## src/sv/u8enc_pkg.sv

```systemverilog
package u8enc_pkg;

   // continuation bytes after the lead byte, at most five
   localparam int MAX_CONTS   = 5;
   localparam int CONTS_WIDTH = 3;
   // payload bits that feed continuation bytes
   localparam int PAYLOAD_WIDTH = 6 * MAX_CONTS;
   // default depth of the queue between front and back
   localparam int QUEUE_DEPTH = 2;

   localparam logic [7:0] CONT_MARK = 8'h80;

   // one classified code point waiting for serialization
   typedef struct packed {
      logic [7:0]               lead_byte;
      logic [PAYLOAD_WIDTH-1:0] payload;
      logic [CONTS_WIDTH-1:0]   conts;
      logic                     invalid;
   } entry_type;

endpackage

```

## src/sv/utf8_code_point_encoder_unit.sv

```systemverilog
// utf8 encoder in the original six-byte form
// request channel: req_valid/req_ready with one 32-bit code point per transfer
// response channel: rsp_valid/rsp_ready with one encoded byte per transfer,
// lead byte first; rsp_last marks the final byte of a code point's sequence
// code points above 0x7fffffff give a single byte 0 with rsp_invalid and rsp_last set
// the first byte of a code point reaches the outputs through the front register, then
// the queue, then the output register
// throughput: one byte per cycle while rsp_ready is high; a code point gives one to six
// bytes (one for ascii or invalid, up to six above 0x3ffffff);
// the serializer in the back end sets the rate
// the front end registers and classifies a request and pushes it to a short queue,
// so requests keep flowing while the back end serializes an earlier code point
// reset (synchronous, active high) empties the front register, the queue and the
// output register; no clearing pass follows, the block is ready the next cycle
// when rsp_ready is low the output register holds its byte, the back end stops,
// the queue fills and req_ready drops only once front register and queue are full
module utf8_code_point_encoder_unit
   import u8enc_pkg::*;
#(
   parameter int QueueDepth = QUEUE_DEPTH
) (
   input  logic        clock,
   input  logic        reset,
   input  logic        req_valid,
   output logic        req_ready,
   input  logic [31:0] req_code_point,
   output logic        rsp_valid,
   input  logic        rsp_ready,
   output logic [7:0]  rsp_out_byte,
   output logic        rsp_last,
   output logic        rsp_invalid
);

   // front to queue
   logic      push_valid;
   logic      push_ready;
   entry_type push_entry;

   // queue to back
   logic      pop_valid;
   logic      pop_ready;
   entry_type pop_entry;

   // classify range, build lead byte
   u8enc_front u_front (
      .clock          (clock),
      .reset          (reset),
      .req_valid      (req_valid),
      .req_ready      (req_ready),
      .req_code_point (req_code_point),
      .push_valid     (push_valid),
      .push_ready     (push_ready),
      .push_entry     (push_entry)
   );

   // decouples front from the serializer
   u8enc_queue #(
      .QueueDepth (QueueDepth)
   ) u_queue (
      .clock      (clock),
      .reset      (reset),
      .push_valid (push_valid),
      .push_ready (push_ready),
      .push_entry (push_entry),
      .pop_valid  (pop_valid),
      .pop_ready  (pop_ready),
      .pop_entry  (pop_entry)
   );

   // emits lead byte then continuation bytes into the output register
   u8enc_back u_back (
      .clock        (clock),
      .reset        (reset),
      .pop_valid    (pop_valid),
      .pop_ready    (pop_ready),
      .pop_entry    (pop_entry),
      .rsp_valid    (rsp_valid),
      .rsp_ready    (rsp_ready),
      .rsp_out_byte (rsp_out_byte),
      .rsp_last     (rsp_last),
      .rsp_invalid  (rsp_invalid)
   );

endmodule

```

## src/sv/u8enc_front.sv

```systemverilog
module u8enc_front
   import u8enc_pkg::*;
(
   input  logic        clock,
   input  logic        reset,
   input  logic        req_valid,
   output logic        req_ready,
   input  logic [31:0] req_code_point,
   output logic        push_valid,
   input  logic        push_ready,
   output entry_type   push_entry
);

   logic      front_valid_ff, front_valid_in;
   entry_type entry_ff, entry_in;
   logic      take;

   // range classification and lead byte
   always_comb begin
      entry_in         = '0;
      entry_in.payload = req_code_point[PAYLOAD_WIDTH-1:0];
      if (req_code_point[31]) begin
         entry_in.invalid   = 1'b1;
         entry_in.conts     = CONTS_WIDTH'(0);
         entry_in.lead_byte = 8'h00;
      end else if (req_code_point <= 32'h0000_007F) begin
         entry_in.conts     = CONTS_WIDTH'(0);
         entry_in.lead_byte = req_code_point[7:0];
      end else if (req_code_point <= 32'h0000_07FF) begin
         entry_in.conts     = CONTS_WIDTH'(1);
         entry_in.lead_byte = 8'hC0 | {3'b000, req_code_point[10:6]};
      end else if (req_code_point <= 32'h0000_FFFF) begin
         entry_in.conts     = CONTS_WIDTH'(2);
         entry_in.lead_byte = 8'hE0 | {4'b0000, req_code_point[15:12]};
      end else if (req_code_point <= 32'h001F_FFFF) begin
         entry_in.conts     = CONTS_WIDTH'(3);
         entry_in.lead_byte = 8'hF0 | {5'b00000, req_code_point[20:18]};
      end else if (req_code_point <= 32'h03FF_FFFF) begin
         entry_in.conts     = CONTS_WIDTH'(4);
         entry_in.lead_byte = 8'hF8 | {6'b000000, req_code_point[25:24]};
      end else begin
         entry_in.conts     = CONTS_WIDTH'(5);
         entry_in.lead_byte = 8'hFC | {7'b0000000, req_code_point[30]};
      end
   end

   assign req_ready  = !front_valid_ff || push_ready;
   assign take       = req_valid && req_ready;
   assign push_valid = front_valid_ff;
   assign push_entry = entry_ff;

   always_comb begin
      front_valid_in = front_valid_ff;
      if (take) begin
         front_valid_in = 1'b1;
      end else if (push_ready) begin
         front_valid_in = 1'b0;
      end
   end

   always_ff @(posedge clock) begin
      if (reset) begin
         front_valid_ff <= 1'b0;
      end else begin
         front_valid_ff <= front_valid_in;
      end
   end

   always_ff @(posedge clock) begin
      if (take) begin
         entry_ff <= entry_in;
      end
   end

endmodule

```

## src/sv/u8enc_queue.sv

```systemverilog
module u8enc_queue
   import u8enc_pkg::*;
#(
   parameter int QueueDepth = QUEUE_DEPTH
) (
   input  logic      clock,
   input  logic      reset,
   input  logic      push_valid,
   output logic      push_ready,
   input  entry_type push_entry,
   output logic      pop_valid,
   input  logic      pop_ready,
   output entry_type pop_entry
);

   localparam int PtrWidth = $clog2(QueueDepth);
   localparam int CntWidth = $clog2(QueueDepth + 1);

   entry_type           slot_ff [QueueDepth];
   logic [PtrWidth-1:0] wr_ptr_ff, wr_ptr_in;
   logic [PtrWidth-1:0] rd_ptr_ff, rd_ptr_in;
   logic [CntWidth-1:0] count_ff, count_in;
   logic                push, pop;

   assign push_ready = count_ff != CntWidth'(QueueDepth);
   assign pop_valid  = count_ff != CntWidth'(0);
   assign pop_entry  = slot_ff[rd_ptr_ff];
   assign push       = push_valid && push_ready;
   assign pop        = pop_valid && pop_ready;

   always_comb begin
      wr_ptr_in = wr_ptr_ff;
      rd_ptr_in = rd_ptr_ff;
      count_in  = count_ff;
      if (push) begin
         wr_ptr_in = (wr_ptr_ff == PtrWidth'(QueueDepth - 1)) ? '0 : wr_ptr_ff + 1'b1;
      end
      if (pop) begin
         rd_ptr_in = (rd_ptr_ff == PtrWidth'(QueueDepth - 1)) ? '0 : rd_ptr_ff + 1'b1;
      end
      if (push && !pop) begin
         count_in = count_ff + 1'b1;
      end else if (pop && !push) begin
         count_in = count_ff - 1'b1;
      end
   end

   always_ff @(posedge clock) begin
      if (reset) begin
         wr_ptr_ff <= '0;
         rd_ptr_ff <= '0;
         count_ff  <= '0;
      end else begin
         wr_ptr_ff <= wr_ptr_in;
         rd_ptr_ff <= rd_ptr_in;
         count_ff  <= count_in;
      end
   end

   always_ff @(posedge clock) begin
      if (push) begin
         slot_ff[wr_ptr_ff] <= push_entry;
      end
   end

endmodule

```

## src/sv/u8enc_back.sv

```systemverilog
module u8enc_back
   import u8enc_pkg::*;
(
   input  logic       clock,
   input  logic       reset,
   input  logic       pop_valid,
   output logic       pop_ready,
   input  entry_type  pop_entry,
   output logic       rsp_valid,
   input  logic       rsp_ready,
   output logic [7:0] rsp_out_byte,
   output logic       rsp_last,
   output logic       rsp_invalid
);

   logic                     busy_ff, busy_in;
   logic [PAYLOAD_WIDTH-1:0] payload_ff, payload_in;
   logic [CONTS_WIDTH-1:0]   rem_ff, rem_in;
   logic                     rsp_valid_ff, rsp_valid_in;
   logic [7:0]               byte_ff, byte_in;
   logic                     last_ff, last_in;
   logic                     invalid_ff, invalid_in;
   logic                     out_free, emit;
   logic [5:0]               group;

   assign out_free  = !rsp_valid_ff || rsp_ready;
   assign pop_ready = out_free && !busy_ff;
   assign emit      = out_free && (busy_ff || pop_valid);

   // next continuation group, most significant first
   always_comb begin
      case (rem_ff)
         3'd1:    group = payload_ff[5:0];
         3'd2:    group = payload_ff[11:6];
         3'd3:    group = payload_ff[17:12];
         3'd4:    group = payload_ff[23:18];
         3'd5:    group = payload_ff[29:24];
         default: group = 6'd0;
      endcase
   end

   always_comb begin
      busy_in    = busy_ff;
      payload_in = payload_ff;
      rem_in     = rem_ff;
      byte_in    = byte_ff;
      last_in    = last_ff;
      invalid_in = invalid_ff;
      if (out_free && busy_ff) begin
         byte_in    = CONT_MARK | {2'b00, group};
         last_in    = rem_ff == CONTS_WIDTH'(1);
         invalid_in = 1'b0;
         rem_in     = rem_ff - 1'b1;
         busy_in    = rem_ff != CONTS_WIDTH'(1);
      end else if (out_free && pop_valid) begin
         byte_in    = pop_entry.lead_byte;
         last_in    = pop_entry.conts == CONTS_WIDTH'(0);
         invalid_in = pop_entry.invalid;
         payload_in = pop_entry.payload;
         rem_in     = pop_entry.conts;
         busy_in    = pop_entry.conts != CONTS_WIDTH'(0);
      end
      rsp_valid_in = emit || (rsp_valid_ff && !rsp_ready);
   end

   always_ff @(posedge clock) begin
      if (reset) begin
         busy_ff      <= 1'b0;
         rsp_valid_ff <= 1'b0;
         rem_ff       <= '0;
      end else begin
         busy_ff      <= busy_in;
         rsp_valid_ff <= rsp_valid_in;
         rem_ff       <= rem_in;
      end
   end

   always_ff @(posedge clock) begin
      payload_ff <= payload_in;
      byte_ff    <= byte_in;
      last_ff    <= last_in;
      invalid_ff <= invalid_in;
   end

   assign rsp_valid    = rsp_valid_ff;
   assign rsp_out_byte = byte_ff;
   assign rsp_last     = last_ff;
   assign rsp_invalid  = invalid_ff;

endmodule
```

## config.mk

```make
export PLATFORM = sky130hd
export DESIGN_NAME = utf8_code_point_encoder_unit
export DESIGN_NICKNAME = d
export VERILOG_FILES = /design/src/sv/u8enc_pkg.sv /design/src/sv/utf8_code_point_encoder_unit.sv /design/src/sv/u8enc_front.sv /design/src/sv/u8enc_queue.sv /design/src/sv/u8enc_back.sv
export SDC_FILE = /design/constraint.sdc
export NUM_CORES = 1
export LEC_CHECK = 0
export BUFFER_PORTS_ARGS = -buffer_cell sky130_fd_sc_hd__buf_4
export CAP_MARGIN = 15
export CORE_UTILIZATION = 65
export CTS_BUF_LIST = sky130_fd_sc_hd__clkbuf_4
export CTS_CLUSTER_DIAMETER = 60
export CTS_CLUSTER_SIZE = 16
export DETAILED_ROUTE_END_ITERATION = 10
export HOLD_SLACK_MARGIN = 0.08
export PLACE_DENSITY = 0.95
export SLEW_MARGIN = 20
export SYNTH_ARGS = -nofsm -noshare
export SYNTH_HDL_FRONTEND = slang
export SYNTH_SLANG_ARGS = --single-unit
```

## constraint.sdc

```tcl
create_clock -name clock -period 8.3 [get_ports clock]
set_clock_uncertainty 0.05 [all_clocks]
set_input_delay 0 -clock clock [delete_from_list [all_inputs] [get_ports clock]]
set_output_delay 0 -clock clock [all_outputs]
set_load 0.005 [all_outputs]
```

* Yosys cells after proc, flatten, opt, wreduce, memory -nomap -nowiden
Memory sizes are Yosys's and may differ from the RTL's. A register that Yosys moved wholly into a read port is not among the register bits.
Cells that the tools add are included.
** Operators by class
- Bitwise gates (word level) :: 1
- Reductions and logical operators :: 30
- Magnitude comparators :: 5
- Muxes and demuxes :: 29
- Eq/ne operators :: 7
- Add/sub/neg operators :: 5
** Operators with widths (count)
- $le A32 B11 Y1 const B :: 1
- $le A32 B16 Y1 const B :: 1
- $le A32 B21 Y1 const B :: 1
- $le A32 B26 Y1 const B :: 1
- $le A32 B7 Y1 const B :: 1
- $mux W8 :: 4
- $pmux W6 S5 :: 1
- $mux W1 :: 15
- $mux W6 :: 2
- $logic_and A1 B1 Y1 :: 10
- $mux W3 :: 3
- $mux W2 :: 4
- $reduce_bool A2 Y1 :: 4
- $eq A3 B2 Y1 const B :: 2
- $eq A3 B3 Y1 const B :: 2
- $logic_not A1 Y1 :: 6
- $reduce_or A5 Y1 :: 1
- $logic_or A1 B1 Y1 :: 4
- $eq A3 B1 Y1 const B :: 1
- $logic_not A3 Y1 :: 1
- $ne A3 B1 Y1 const B :: 1
- $reduce_bool A3 Y1 :: 1
- $reduce_or A3 Y1 :: 1
- $sub A3 B1 Y3 const B :: 1
- 7 further kinds :: 8
** Storage, ports and cells
- Bits in registers :: 92
- Logic and storage cells :: 96
- Memories kept :: 1
- Input port bits :: 36
- Bits in writable memories :: 84
- Output and inout port bits :: 12
** Memories
- u_queue.slot_ff :: words 2, bits a word 42, read ports 1, clocked after memory_dff 1, wr ports 1, RTL line u8enc_queue.sv:19 : entry_type slot_ff [QueueDepth];

* Logic depth before layout (Yosys ltp)
Gate-level depths: netlist of run 1.
- Depth in word-level cells :: 7
- Mapped depth :: 7

* Cells and area by module
From an unflattened synthesis of run 1, not the netlist that was laid out.
** Unflattened totals
- Cell total of the unflattened synthesis :: 382
- Area, all modules :: 6865.3 um^2
** Modules (own cells, without submodules)
- u8enc_queue :: seq. area each 2622.5 um^2, area an instance 3243.1 um^2, times used 1, cells each 155
- u8enc_back :: seq. area each 1271.2 um^2, area an instance 1891.8 um^2, times used 1, cells each 126
- u8enc_front :: seq. area each 1281.2 um^2, area an instance 1730.4 um^2, times used 1, cells each 101

* Least setup slack after synthesis of run 1
OpenSTA, ideal clock, no wires.
- Path kind :: reg2reg
- Start point :: register u_back.rsp_valid_ff, in the netlist u_back.rsp_valid
- End point :: register u_queue.count_ff[1]
- Cell stages (with the launch flop) :: 7
- Arrival time :: 3.741 ns
- Data required time :: 8.179 ns
- Path buffers :: 0
- Path slack :: 4.438 ns
- Path through :: dfxtp_1 -> nor2b_1 -> nor3_1 -> inv_1 -> ha_1 -> or3_1 -> a21oi_1
** Between the ends
- Word-level cells in the longest chain between the ends :: 7
- Elaborated cells between the ends (all ways) :: 9
- Classes of those cells :: mux (1); reduce/logical (8)
** RTL lines
- start: declaration :: RTL line u8enc_back.sv:19 : logic rsp_valid_ff, rsp_valid_in;
- start signal: assignment :: RTL line u8enc_back.sv:73 : rsp_valid_ff <= rsp_valid_in;
- $logic_not A1 Y1 (*) :: RTL line u8enc_back.sv:26 : assign out_free = !rsp_valid_ff || rsp_ready;
- $logic_or A1 B1 Y1 (*) :: RTL line u8enc_back.sv:26
- $logic_and A1 B1 Y1 (*) :: RTL line u8enc_back.sv:27 : assign pop_ready = out_free && !busy_ff;
- $logic_and A1 B1 Y1 (*) :: RTL line u8enc_queue.sv:29 : assign pop = pop_valid && pop_ready;
- $logic_not A1 Y1 :: RTL line u8enc_queue.sv:41 : if (push && !pop) begin
- $logic_and A1 B1 Y1 :: RTL line u8enc_queue.sv:41
- $mux W2 or $reduce_bool A2 Y1 (tied branches)
- end signal: assignment :: RTL line u8enc_queue.sv:56 : count_ff <= count_in;
- end: declaration :: RTL line u8enc_queue.sv:22 : logic [CntWidth-1:0] count_ff, count_in;
Mark *: on every way between the ends. The rest lies on a longest branch, timed or not.
A chain may end at the register's enable or synchronous reset.

* Worst setup path after layout of run 1
- Start point :: register u_queue.count_ff[0]
- End point :: register u_queue.count_ff[1]
** Between the ends
- Word-level cells in the longest chain between the ends :: 5
- Elaborated cells between the ends (all ways) :: 13
- Classes of those cells :: add/sub (2); eq/ne (1); mux (2); reduce/logical (8)
** RTL lines
- parallel branches: the longest is 5 deep, another holds $sub A2 B1 Y2
Parallel ways; which one is timed is not known. The select of a mux whose other input is x is not followed.

==> results of run 1 <==
-- metrics by stage --
step           setup slack, ns   util  instances  total power, mW  cell area [um^2]
3_5_place_dp              6.17  0.726        550             1.77              7160
3_3_place_gp              6.28  0.726        550             1.73              7160
5_1_grt                   5.99  0.799        619             2.44              7890
6_report                  6.14  0.799        619             2.36              7890
4_1_cts                   6.06  0.797        618             2.32              7860
2_1_floorplan             4.44      -        383             1.59              6680
-- cell type report --
| type | count | area (um^2) |
|---|---|---|
| repair buffers | 85 | 748 |
| clock inverters | 12 | 190 |
| well taps | 133 | 166 |
| multi-input cells | 177 | 1400 |
| inverters | 15 | 56.3 |
| flip-flops and latches | 177 | 5180 |
| fillers | 458 | 1980 |
| clock buffers | 20 | 150 |
-- power by group through the flow --
stage               Sequential [mW]  Combinational (mW)  Clock, mW
finish                         1.29               0.508      0.564
global placement               1.29               0.445          0
CTS                            1.28               0.490      0.551
detailed placement             1.30               0.469          0
global route                   1.30               0.548      0.592
floorplan                      1.25               0.348          0
-- kinds of logic after synthesis --
family                   synth area share
AO/OA/AOI/OAI                      0.0682
flip-flops                          0.775
XOR/XNOR                          0.00524
buffers and inverters              0.0184
adder cells (fa/ha/maj)            0.0112
multiplexers                       0.0685
AND/OR/NAND/NOR                    0.0539
-- registers in the layout, indices dropped and copies added, names as in the netlist, named ones only --
signal	count
u_queue.slot_ff	84
u_front.push_entry	42
u_back.payload_ff	30
u_back.rsp_out_byte	8
u_back.rem_ff	3
u_queue.count_ff	2
u_back.busy_ff	1
u_back.rsp_invalid	1
u_back.rsp_last	1
u_back.rsp_valid	1
u_front.push_valid	1
u_queue.rd_ptr_ff	1
u_queue.wr_ptr_ff	1
-- critical path, cell delays in order, from the launching register on --
cell                      delay (ns)
sky130_fd_sc_hd__dfxtp_1        0.46
sky130_fd_sc_hd__nor2_1         0.14
sky130_fd_sc_hd__nor3_2         0.13
sky130_fd_sc_hd__buf_4          0.39
sky130_fd_sc_hd__inv_1          0.09
sky130_fd_sc_hd__ha_1           0.35
sky130_fd_sc_hd__or3_1          0.35
sky130_fd_sc_hd__a21oi_1        0.14
-- per-layer routing --
metal,track usage,part of all wire,vias up
li1,-,-,1700
met1,0.353,0.38,1897
met2,0.464,0.50,284
met3,0.0571,0.078,57
met4,0.165,0.041,0
met5,0,0,-
-- placed cells by master, fill, tap and decap left out, types with 3 or more instances in the layout --
cell / netlist / layout
sky130_fd_sc_hd__a211oi_1: 3 / 3
sky130_fd_sc_hd__a31oi_1: 6 / 6
sky130_fd_sc_hd__clkinv_1: 0 / 3
sky130_fd_sc_hd__xor2_1: 3 / 3
sky130_fd_sc_hd__clkbuf_4: 0 / 20
sky130_fd_sc_hd__nor3_1: 7 / 6
sky130_fd_sc_hd__buf_4: 2 / 48
sky130_fd_sc_hd__edfxtp_1: 163 / 163
sky130_fd_sc_hd__dlygate4sd3_1: 0 / 36
sky130_fd_sc_hd__inv_1: 15 / 15
sky130_fd_sc_hd__dfxtp_1: 14 / 13
sky130_fd_sc_hd__o21ai_0: 8 / 8
sky130_fd_sc_hd__nor2_1: 16 / 15
sky130_fd_sc_hd__a21o_1: 6 / 6
sky130_fd_sc_hd__a222oi_1: 6 / 6
sky130_fd_sc_hd__mux2i_1: 12 / 12
sky130_fd_sc_hd__ha_1: 6 / 6
sky130_fd_sc_hd__nand2b_1: 4 / 4
sky130_fd_sc_hd__a221oi_1: 8 / 8
sky130_fd_sc_hd__bufinv_16: 0 / 5
sky130_fd_sc_hd__nand2_1: 7 / 7
sky130_fd_sc_hd__a21oi_1: 13 / 13
sky130_fd_sc_hd__nor4_1: 3 / 3
sky130_fd_sc_hd__o211ai_1: 3 / 3
sky130_fd_sc_hd__mux2_2: 30 / 30
sky130_fd_sc_hd__o22ai_1: 6 / 6
-- worst min path at each step --
stage	startpoint	cells past startpoint	slack, ns	endpoint
floorplan	reset	1	0.02	u_back.busy_ff
global placement	req_code_point[26]	1	0.14	u_front.push_entry[30]
detailed placement	req_code_point[27]	1	0.14	u_front.push_entry[31]
CTS	req_code_point[4]	2	0.09	u_front.push_entry[8]
global route	req_code_point[11]	2	0.11	u_front.push_entry[15]
finish	req_code_point[3]	2	0.13	u_front.push_entry[7]
==> Flow_metrics.wiki, run 1 <==
{| class="wikitable"
! Metric !! Value
|-
| Run status || finished clean
|-
| Total grt overflow || 0
|-
| Data arrival time of the worst path || 2.60 ns
|-
| Unrepaired setup endpoints after global routing || false
|-
| Worst Setup EP || u_queue.count_ff[1]
|-
| Combinational power share || 0.215
|-
| Type of the worst setup path || flip-flop to flip-flop
|-
| Sw frac || 0.286
|-
| Number of inserted diodes || 0
|-
| Final hold viol count || 0
|-
| Detailed placement HPWL || 7.62 mm
|-
| Origin of the worst setup path || u_queue.count_ff[0]
|-
| Antenna violations before repair || 0
|-
| Number of buffers added by the clock tree synthesis step || 17
|-
| Post-detailed-route wirelength per cell || 23.6 um
|-
| Static leakage || 2.73 nW
|-
| Synthesized instance count || 383
|-
| Number of endpoints failing setup at the final stage || 0
|-
| Area fraction of the dominant cell type after synthesis || 0.733
|-
| Clock tree from TritonCTS || built
|-
| Net switching power of the design || 0.674 mW
|-
| Internal power summed over all cells || 1.69 mW
|-
| Cell at the root of the clock tree || sky130_fd_sc_hd__clkbuf_4
|-
| First-pass GRT wire length || 20.5 mm
|-
| Worst Tran Pin Value || 1.11 ns
|-
| Count of flip-flops with a built-in enable after synthesis || 163
|-
| Slack of the worst reg-to-reg path || 6.14 ns
|-
| Synth unique cells || 46
|-
| Gr usage total || 0.282
|-
| Critical Path End Type || flip-flop
|-
| Number of max-cap violations || 0
|-
| Number of rows in the core area || 36
|-
| Chip Height || 103 um
|-
| Highest ir drop seen on vdd || 209 uV
|-
| Buffer levels on the longest clock path || 2
|-
| Latest clock arrival within the worst-skew pair || 0.55 ns
|-
| Number of resized instances in the post-cts repair step || 0
|-
| CTS HTree Levels || 4
|-
| Via count of the first global-routing pass || 3,806
|-
| Number of design rule violations left after detail routing || 0
|-
| Number of synthesis warnings || 0
|-
| Remaining antenna violation count || 0
|-
| Pin count of the biggest net entering global routing || 43
|-
| Violation count after the first detailed-routing iteration || 374
|-
| Reg-to-reg startpoint || u_queue.count_ff[0]
|-
| Most used flip-flop cell after synthesis || sky130_fd_sc_hd__edfxtp_1
|-
| Post-CTS setup buffer count || 0
|-
| Final critical-path share of the clock period || 0.260
|-
| Critical Path Source Type || flip-flop
|-
| Cell with the most instances after synthesis || sky130_fd_sc_hd__edfxtp_1
|-
| Core outline area || 0.00986 mm^2
|-
| Reg-to-Reg End || u_queue.count_ff[1]
|-
| Worst hold margin || 0.134 ns
|-
| Path type of the worst min-delay path || primary input to flip-flop
|-
| Worst endpoint required time || 8.75 ns
|-
| Final Critical Period || 2.16 ns
|-
| Sequential share of power || 0.546
|-
| Highest clock frequency the design can meet || 464 MHz
|-
| 1st-pass router iterations || 5
|-
| P per Cell Area || 299 mW/mm^2
|-
| Share of power burned in the clock network || 0.239
|-
| Avg Inst Size Synth || 17.4 um^2
|-
| IO Pins || 48
|-
| Fin nets || 515
|-
| Yosys top cell by area || sky130_fd_sc_hd__edfxtp_1
|-
| Number of clock sinks || 177
|-
| Count of hold buffers inserted by post-cts repair || 36
|-
| Post-detailed-routing wire length || 14.6 mm
|-
| Commonest cells in the synthesized netlist || 163 x sky130_fd_sc_hd__edfxtp_1, 30 x sky130_fd_sc_hd__mux2_2, 16 x sky130_fd_sc_hd__nor2_1, 15 x sky130_fd_sc_hd__inv_1, 14 x sky130_fd_sc_hd__dfxtp_1
|-
| Final weighted congestion of routability-driven global placement || 0.837
|-
| Count of input and output buffers || 47
|-
| Worst rel slew slack || 0.259
|-
| Fraction of final layout cells with drive strength greater than 1 || 0.243
|-
| Length in cells of the worst reg-to-reg path || 7
|-
| Area delta synth->final || 18.0%
|-
| Post-synth ARST share || 0
|-
| Sum Neg Setup Slack || 0 ns
|-
| Nets in the synthesized netlist || 425
|-
| Cell area after technology mapping || 0.00668 mm^2
|-
| Overall die area || 0.0107 mm^2
|-
| Total number of vias || 3,938
|-
| Initial Utilization || 0.677
|-
| Die outline width || 103 um
|-
| Biggest fanout along the worst timing path || 32
|-
| Register area share after synthesis || 0.775
|-
| Post-synthesis sequential element count || 177
|-
| Number of vias per cell after detailed routing || 6.36
|-
| Max-slew violation count || 0
|-
| Clock Pin Slew Worst Setup and Hold Paths || 0.14 ns
|-
| Cells taking the most area after synthesis || sky130_fd_sc_hd__edfxtp_1 73%, sky130_fd_sc_hd__mux2_2 5.1%, sky130_fd_sc_hd__dfxtp_1 4.2%, sky130_fd_sc_hd__mux2i_1 1.8%, sky130_fd_sc_hd__ha_1 1.1%
|}
Note: power is estimated with default switching activity, not from simulation.
==> run 2, diff against run 1 <==
--- a/config.mk
+++ b/config.mk
@@ -7,13 +7,13 @@
 export LEC_CHECK = 0
 export BUFFER_PORTS_ARGS = -buffer_cell sky130_fd_sc_hd__buf_4
 export CAP_MARGIN = 15
-export CORE_UTILIZATION = 65
+export CORE_UTILIZATION = 56
 export CTS_BUF_LIST = sky130_fd_sc_hd__clkbuf_4
 export CTS_CLUSTER_DIAMETER = 60
 export CTS_CLUSTER_SIZE = 16
 export DETAILED_ROUTE_END_ITERATION = 10
 export HOLD_SLACK_MARGIN = 0.08
-export PLACE_DENSITY = 0.95
+export PLACE_DENSITY = 0.9
 export SLEW_MARGIN = 20
 export SYNTH_ARGS = -nofsm -noshare
 export SYNTH_HDL_FRONTEND = slang
==> constraint.sdc (replaced) <==
create_clock -name clock -period 1.8 [get_ports clock]
set_clock_uncertainty 0.05 [all_clocks]
set_input_delay 0 -clock clock [delete_from_list [all_inputs] [get_ports clock]]
set_output_delay 0 -clock clock [all_outputs]
set_load 0.005 [all_outputs]
==> run 2 against run 1 <==
Against the previous run: the run now ends with DRC left; flip-flop and latch count unchanged; wire length down 15%; hold slack worse by 0.0013 ns; highest routed layer unchanged.
==> Flow_metrics.wiki, run 2 (synthesized netlist as in run 1, its figures left out) <==
{| class="wikitable"
! Metric !! Value
|-
| Register bank with the most flops || u_queue.slot_ff
|-
| Endpoint of the worst hold path || u_front.push_entry[7]
|-
| Unrepaired setup endpoints after global routing || false
|-
| Core outline area || 0.0115 mm^2
|-
| IO Pins || 48
|-
| Clock tree from TritonCTS || built
|-
| Worst Tran Pin Value || 0.418 ns
|-
| Number of design rule violations left after detail routing || 2
|-
| Worst rel slew slack || 0.721
|-
| Clock Pin Slew Worst Setup and Hold Paths || 0.13 ns
|-
| Data arrival time of the worst path || 1.96 ns
|-
| Number of buffers added by the clock tree synthesis step || 17
|-
| Reg-to-Reg End || u_back.rsp_out_byte[3]
|-
| Slack of the worst reg-to-reg path || 0.09 ns
|-
| Via count of the first global-routing pass || 3,709
|-
| 1st-pass router iterations || 10
|-
| Path type of the worst min-delay path || primary input to flip-flop
|-
| First-pass GRT wire length || 19.5 mm
|-
| Violation count after the first detailed-routing iteration || 290
|-
| Initial Utilization || 0.580
|-
| Count of input and output buffers || 47
|-
| Final hold viol count || 0
|-
| Critical Path End Type || flip-flop
|-
| Number of max-cap violations || 0
|-
| Number of endpoints failing setup at the final stage || 0
|-
| Post-route core utilization || 0.697
|-
| Number of inserted diodes || 0
|-
| Remaining antenna violation count || 0
|-
| Worst endpoint required time || 2.05 ns
|-
| Gr usage total || 0.216
|-
| Most frequent cells in the layout || 163 x sky130_fd_sc_hd__edfxtp_1, 59 x sky130_fd_sc_hd__buf_4, 35 x sky130_fd_sc_hd__dlygate4sd3_1
|-
| Antenna violations before repair || 0
|-
| Overall die area || 0.0124 mm^2
|-
| Final Critical Period || 1.71 ns
|-
| Fraction of final layout cells with drive strength greater than 1 || 0.282
|-
| Area occupied by registers || 0.00518 mm^2
|-
| Fin nets || 528
|-
| Buffer levels on the longest clock path || 2
|-
| Detailed placement HPWL || 8.44 mm
|-
| Length in cells of the worst reg-to-reg path || 5
|-
| Biggest fanout along the worst timing path || 14
|-
| Area delta synth->final || 20.1%
|-
| Pin count of the biggest net entering global routing || 43
|-
| Chip Height || 111 um
|-
| Count of fill cells added during filler insertion || 689
|-
| Run status || finished, violations left
|-
| Startpoint of the tightest hold check path || req_code_point[3]
|-
| Post-CTS setup buffer count || 0
|-
| Most common cell after layout, fill and taps aside || sky130_fd_sc_hd__edfxtp_1
|-
| Reg-to-reg startpoint || u_back.rem_ff[1]
|-
| Critical Path Source Type || flip-flop
|-
| Post-detailed-route wirelength per cell || 19.4 um
|-
| CTS HTree Levels || 4
|-
| P per Cell Area || 1330 mW/mm^2
|-
| Number of flip-flops in the largest register || 84
|-
| WHS Path Cells || 2
|-
| Sum Neg Setup Slack || 0 ns
|-
| Worst slack at placement || 0.0316 ns
|-
| Static leakage || 2.79 nW
|-
| Highest clock frequency the design can meet || 583 MHz
|-
| Final critical-path share of the clock period || 0.952
|-
| Setup WS post-layout || 0.0862 ns
|-
| Highest ir drop seen on vdd || 547 uV
|-
| Violations in the final reports || DRC
|-
| Max-slew violation count || 0
|-
| Final weighted congestion of routability-driven global placement || 0.893
|-
| Area used by multi-input combinational logic || 0.00143 mm^2
|-
| Latest clock arrival within the worst-skew pair || 0.54 ns
|-
| Type of the worst setup path || flip-flop to flip-flop
|-
| Total number of vias || 3,765
|-
| Number of rows in the core area || 39
|-
| Post-detailed-routing wire length || 12.4 mm
|-
| Number of vias per cell after detailed routing || 5.88
|-
| Die outline width || 111 um
|-
| Number of clock sinks || 177
|-
| Cell at the root of the clock tree || sky130_fd_sc_hd__clkbuf_4
|-
| Total power consumption of the routed design || 10.7 mW
|-
| Total grt overflow || 0
|}
-- run 2: cell types whose count changed in the layout (fill, tap and decap cells not counted), sizes merged --
cell         change
buf             +14
bufinv           -1
clkbuf           -2
clkinv           +1
dlygate4sd3      -1
-- run 2: critical path, stage by stage (launching register included) --
cell and delay [ns]:
sky130_fd_sc_hd__dfxtp_1 0.41, sky130_fd_sc_hd__inv_1 0.11, sky130_fd_sc_hd__ha_2 0.28, sky130_fd_sc_hd__a222oi_1 0.38, sky130_fd_sc_hd__a21o_1 0.17, sky130_fd_sc_hd__o22ai_1 0.07
-- run 2: layout make-up --
type                       instances  share of cell area
multi-input combinational        177               0.178
sequential                       177               0.646
inverter                          15             0.00702
clock inverter                    12              0.0209
timing repair buffer              98               0.109
clock buffer                      18              0.0168
tap                              143              0.0223
-- run 2: per-layer routing --
metal | vias to the layer above | wire length (um) | GRT usage
li1 | 1727 | - | -
met1 | 1834 | 5210 | 0.282
met2 | 170 | 6070 | 0.346
met3 | 34 | 686 | 0.0481
met4 | 0 | 452 | 0.105
met5 | - | 0 | 0
-- run 2: what timing repair did --
item                                   CTS  global route
hold buffers                            35             0
setup endpoints to repair                0             6
gates resized for setup                  0             2
endpoints found under the hold margin   99             0
-- run 2: how the worst max path moves through the flow --
stage                           startpoint                      to  slack (ns)  depth (start not counted)
after floorplan           u_back.rsp_valid     u_queue.count_ff[1]       -0.45                          7
after global routing      u_back.rem_ff[1]  u_back.rsp_out_byte[4]        0.01                          5
after CTS                 u_back.rem_ff[1]  u_back.rsp_out_byte[3]        0.01                          5
after detailed placement  u_back.rem_ff[1]  u_back.rsp_out_byte[2]        0.03                          5
final                     u_back.rem_ff[1]  u_back.rsp_out_byte[3]        0.09                          5
after global placement    u_back.rem_ff[1]  u_back.rsp_out_byte[3]        0.15                          5
-- run 2: stage by stage --
step / instances / area (um^2) / hold slack (ns)
after floorplan: 383 / 6730 / 0.0228
final: 640 / 8020 / 0.133
after global placement: 575 / 7370 / 0.139
after global routing: 640 / 8020 / 0.0912
after CTS: 640 / 8020 / 0.0903
after detailed placement: 575 / 7370 / 0.144
-- run 2: where the power goes --
group	total (mW)	leakage, nW	internal (mW)	switching, mW
Sequential	5.81	1.65	5.45	0.363
Combinational	2.58	0.980	1.18	1.41
Clock	2.29	0.159	1.09	1.20
Total	10.7	2.79	7.71	2.97
==> run 3, diff against run 2 <==
--- a/config.mk
+++ b/config.mk
@@ -5,6 +5,7 @@
 export SDC_FILE = /design/constraint.sdc
 export NUM_CORES = 1
 export LEC_CHECK = 0
+export ABC_AREA = 1
 export BUFFER_PORTS_ARGS = -buffer_cell sky130_fd_sc_hd__buf_4
 export CAP_MARGIN = 15
 export CORE_UTILIZATION = 56
@@ -17,4 +18,5 @@
 export SLEW_MARGIN = 20
 export SYNTH_ARGS = -nofsm -noshare
 export SYNTH_HDL_FRONTEND = slang
+export SYNTH_HIERARCHICAL = 1
 export SYNTH_SLANG_ARGS = --single-unit
==> run 3 against run 2 <==
Against the previous run: the flow now finishes without violations; count of clock-buffer cells in the layout did not move; core utilization fell by 0.61 points; critical path depth rose by 3; via count rose by 10%; cell count rose by 21%; cell area rose by 5.5%; clock power rose by 6%; flip-flop and latch count did not move; wire length rose by 18%; critical path type unchanged; critical endpoint is now u_back/rsp_out_byte[4].
==> Flow_metrics.wiki, run 3 <==
{| class="wikitable"
! Metric !! Value
|-
| Remaining antenna violation count || 0
|-
| Slowest library cell on the worst path || sky130_fd_sc_hd__dfxtp_1
|-
| Most frequent cells in the layout || 163 x sky130_fd_sc_hd__edfxtp_1, 92 x sky130_fd_sc_hd__nand2_1, 51 x sky130_fd_sc_hd__buf_4
|-
| Post-synth ARST share || 0
|-
| Number of clock sinks || 177
|-
| Die outline width || 115 um
|-
| Cell with the most instances after synthesis || sky130_fd_sc_hd__edfxtp_1
|-
| Latest clock arrival within the worst-skew pair || 0.53 ns
|-
| Clock tree from TritonCTS || built
|-
| Count of fill cells added during filler insertion || 735
|-
| Synth unique cells || 34
|-
| Number of vias per cell after detailed routing || 5.39
|-
| Clock Pin Slew Worst Setup and Hold Paths || 0.14 ns
|-
| Total power consumption of the routed design || 11.5 mW
|-
| Type of the worst setup path || flip-flop to flip-flop
|-
| Cells traversed along the worst timing path || inv_1, ha_1, nand2_4, inv_2, nand2_1, nand2_1, o21bai_1, nand2_1
|-
| Nets in the synthesized netlist || 530
|-
| 1st-pass router iterations || 5
|-
| Area occupied by registers || 0.00518 mm^2
|-
| Register area share after synthesis || 0.721
|-
| Path type of the worst min-delay path || primary input to flip-flop
|-
| CTS HTree Levels || 4
|-
| Post-synthesis sequential element count || 177
|-
| Max-slew violation count || 0
|-
| Worst hold margin || 0.160 ns
|-
| Sum Neg Setup Slack || 0 ns
|-
| Overall die area || 0.0133 mm^2
|-
| Avg Inst Size Synth || 14.7 um^2
|-
| Number of endpoints failing setup at the final stage || 0
|-
| Highest ir drop seen on vdd || 672 uV
|-
| Family with the most delay on the worst path || flip-flops
|-
| First-pass GRT wire length || 22.5 mm
|-
| Most common cell type on the critical path || sky130_fd_sc_hd__nand2_1
|-
| Buffer levels on the longest clock path || 2
|-
| Pin count of the biggest net entering global routing || 43
|-
| Run status || finished clean
|-
| P per Cell Area || 1350 mW/mm^2
|-
| Total number of vias || 4,159
|-
| Area delta synth->final || 17.9%
|-
| Fraction of final layout cells with drive strength greater than 1 || 0.275
|-
| Critical Path Source Type || flip-flop
|-
| Count of input and output buffers || 47
|-
| CP max stage delay || 0.41 ns
|-
| Total grt overflow || 0
|-
| Gr usage total || 0.239
|-
| Via count of the first global-routing pass || 4,281
|-
| Post-CTS setup buffer count || 0
|-
| Most used flip-flop cell after synthesis || sky130_fd_sc_hd__edfxtp_1
|-
| Static leakage || 3.33 nW
|-
| Final weighted congestion of routability-driven global placement || 0.942
|-
| Post-detailed-route wirelength per cell || 19.0 um
|-
| Critical Path End Type || flip-flop
|-
| Worst slack at placement || 0.143 ns
|-
| Antenna violations before repair || 2
|-
| Number of synthesis warnings || 6
|-
| Area fraction of the dominant cell type after synthesis || 0.682
|-
| Final critical-path share of the clock period || 0.917
|-
| Data arrival time of the worst path || 1.89 ns
|-
| Worst endpoint required time || 2.04 ns
|-
| Setup WS post-layout || 0.150 ns
|-
| Fin nets || 633
|-
| Number of rows in the core area || 40
|-
| Number of flip-flops in the largest register || 84
|-
| Unrepaired setup endpoints after global routing || false
|-
| Biggest fanout along the worst timing path || 4
|-
| Initial Utilization || 0.586
|-
| Number of max-cap violations || 0
|-
| Highest clock frequency the design can meet || 606 MHz
|-
| Final hold viol count || 0
|-
| Post-route design area || 0.00847 mm^2
|-
| Violation count after the first detailed-routing iteration || 250
|-
| Detailed placement HPWL || 9.41 mm
|-
| Worst Tran Pin Value || 0.493 ns
|-
| IO Pins || 48
|-
| Cells taking the most area after synthesis || sky130_fd_sc_hd__edfxtp_1 68%, sky130_fd_sc_hd__mux2_4 8.4%, sky130_fd_sc_hd__nand2_1 4.9%, sky130_fd_sc_hd__dfxtp_1 3.9%, sky130_fd_sc_hd__nor2_1 2.0%
|-
| Area used by multi-input combinational logic || 0.00173 mm^2
|-
| Cell at the root of the clock tree || sky130_fd_sc_hd__clkbuf_4
|-
| Worst rel slew slack || 0.671
|-
| Core outline area || 0.0123 mm^2
|-
| Placed cell area || 0.00779 mm^2
|-
| Yosys top cell by area || sky130_fd_sc_hd__edfxtp_1
|-
| CP Buf/Inv Count || 2
|-
| Most common cell after layout, fill and taps aside || sky130_fd_sc_hd__edfxtp_1
|-
| Final Critical Period || 1.65 ns
|-
| Synthesized instance count || 488
|-
| Cell area after technology mapping || 0.00718 mm^2
|-
| Post-detailed-routing wire length || 14.6 mm
|-
| Number of buffers added by the clock tree synthesis step || 17
|-
| Count of flip-flops with a built-in enable after synthesis || 163
|-
| Commonest cells in the synthesized netlist || 163 x sky130_fd_sc_hd__edfxtp_1, 93 x sky130_fd_sc_hd__nand2_1, 40 x sky130_fd_sc_hd__mux2_4, 39 x sky130_fd_sc_hd__nor2_1, 38 x sky130_fd_sc_hd__inv_1
|-
| Register bank with the most flops || u_queue/slot_ff
|-
| Chip Height || 115 um
|-
| Number of design rule violations left after detail routing || 0
|}
==> run 3: cell count changes in the layout (fill, tap and decap cells not counted), sizes merged, moves of 12 or more <==
cell | before | now
mux2 | 30 | 42
inv | 15 | 50
nor2 | 16 | 46
nand2 | 7 | 102
mux2i | 12 | 0
nand3 | 2 | 24
==> run 3: stage by stage <==
stage,std cells,utilization
2_1_floorplan,488,-
3_3_place_gp,705,0.635
3_5_place_dp,705,0.635
4_1_cts,771,0.690
5_1_grt,772,0.691
6_report,772,0.691
==> run 3: what timing repair did <==
item	in CTS	in global routing
endpoints found under the setup margin	0	2
hold buffers	35	0
hold endpoints to repair	111	0
gates resized for setup	0	2
==> run 3: cell families (layout without fill, tap and decap cells) <==
| kind of cell | count (synthesis) | after routing | share of synthesized area |
|---|---|---|---|
| AO/OA/AOI/OAI | 26 | 26 | 0.0239 |
| XOR/XNOR | 1 | 1 | 0.00122 |
| adder cells (fa/ha/maj) | 6 | 6 | 0.0105 |
| buffers and inverters | 57 | 172 | 0.0432 |
| flip-flops | 177 | 177 | 0.721 |
| multiplexers | 42 | 42 | 0.0868 |
| other | 0 | 1 | 0 |
| AND/OR/NAND/NOR | 179 | 179 | 0.114 |
==> run 3: cell type report <==
cell class | instances | area share
Antenna cell | 1 | 0.000296
Clock buffer | 18 | 0.0160
Clock inverter | 13 | 0.0222
Inverter | 50 | 0.0232
Multi-Input combinational cell | 254 | 0.204
Sequential cell | 177 | 0.611
Tap cell | 168 | 0.0248
Timing Repair Buffer | 91 | 0.0984
==> run 3: path summary, 6_finish.rpt <==
kind / startpoint / to / slack, ns / cells past startpoint
worst min-delay path: req_code_point[5] / u_front/push_entry[9] / 0.16 / 2
worst max register to register: u_back/rem_ff[0] / u_back/rsp_out_byte[4] / 0.15 / 8
worst max-delay path: u_back/rem_ff[0] / u_back/rsp_out_byte[4] / 0.15 / 8
worst min register to register: u_front/push_entry[29] / u_queue/slot_ff[0][29] / 0.41 / 0
==> run 3: power breakdown <==
| group | switching, mW | internal [mW] |
|---|---|---|
| sequential | 0.485 | 5.52 |
| combinational | 1.65 | 1.40 |
| clock | 1.30 | 1.12 |
==> run 3: routing by layer <==
metal	GRT usage	up-vias	share of wire
li1	-	1915	-
met4	0.125	0	0.034
met3	0.0611	42	0.060
met1	0.263	2004	0.38
met5	0	-	0
met2	0.429	198	0.53
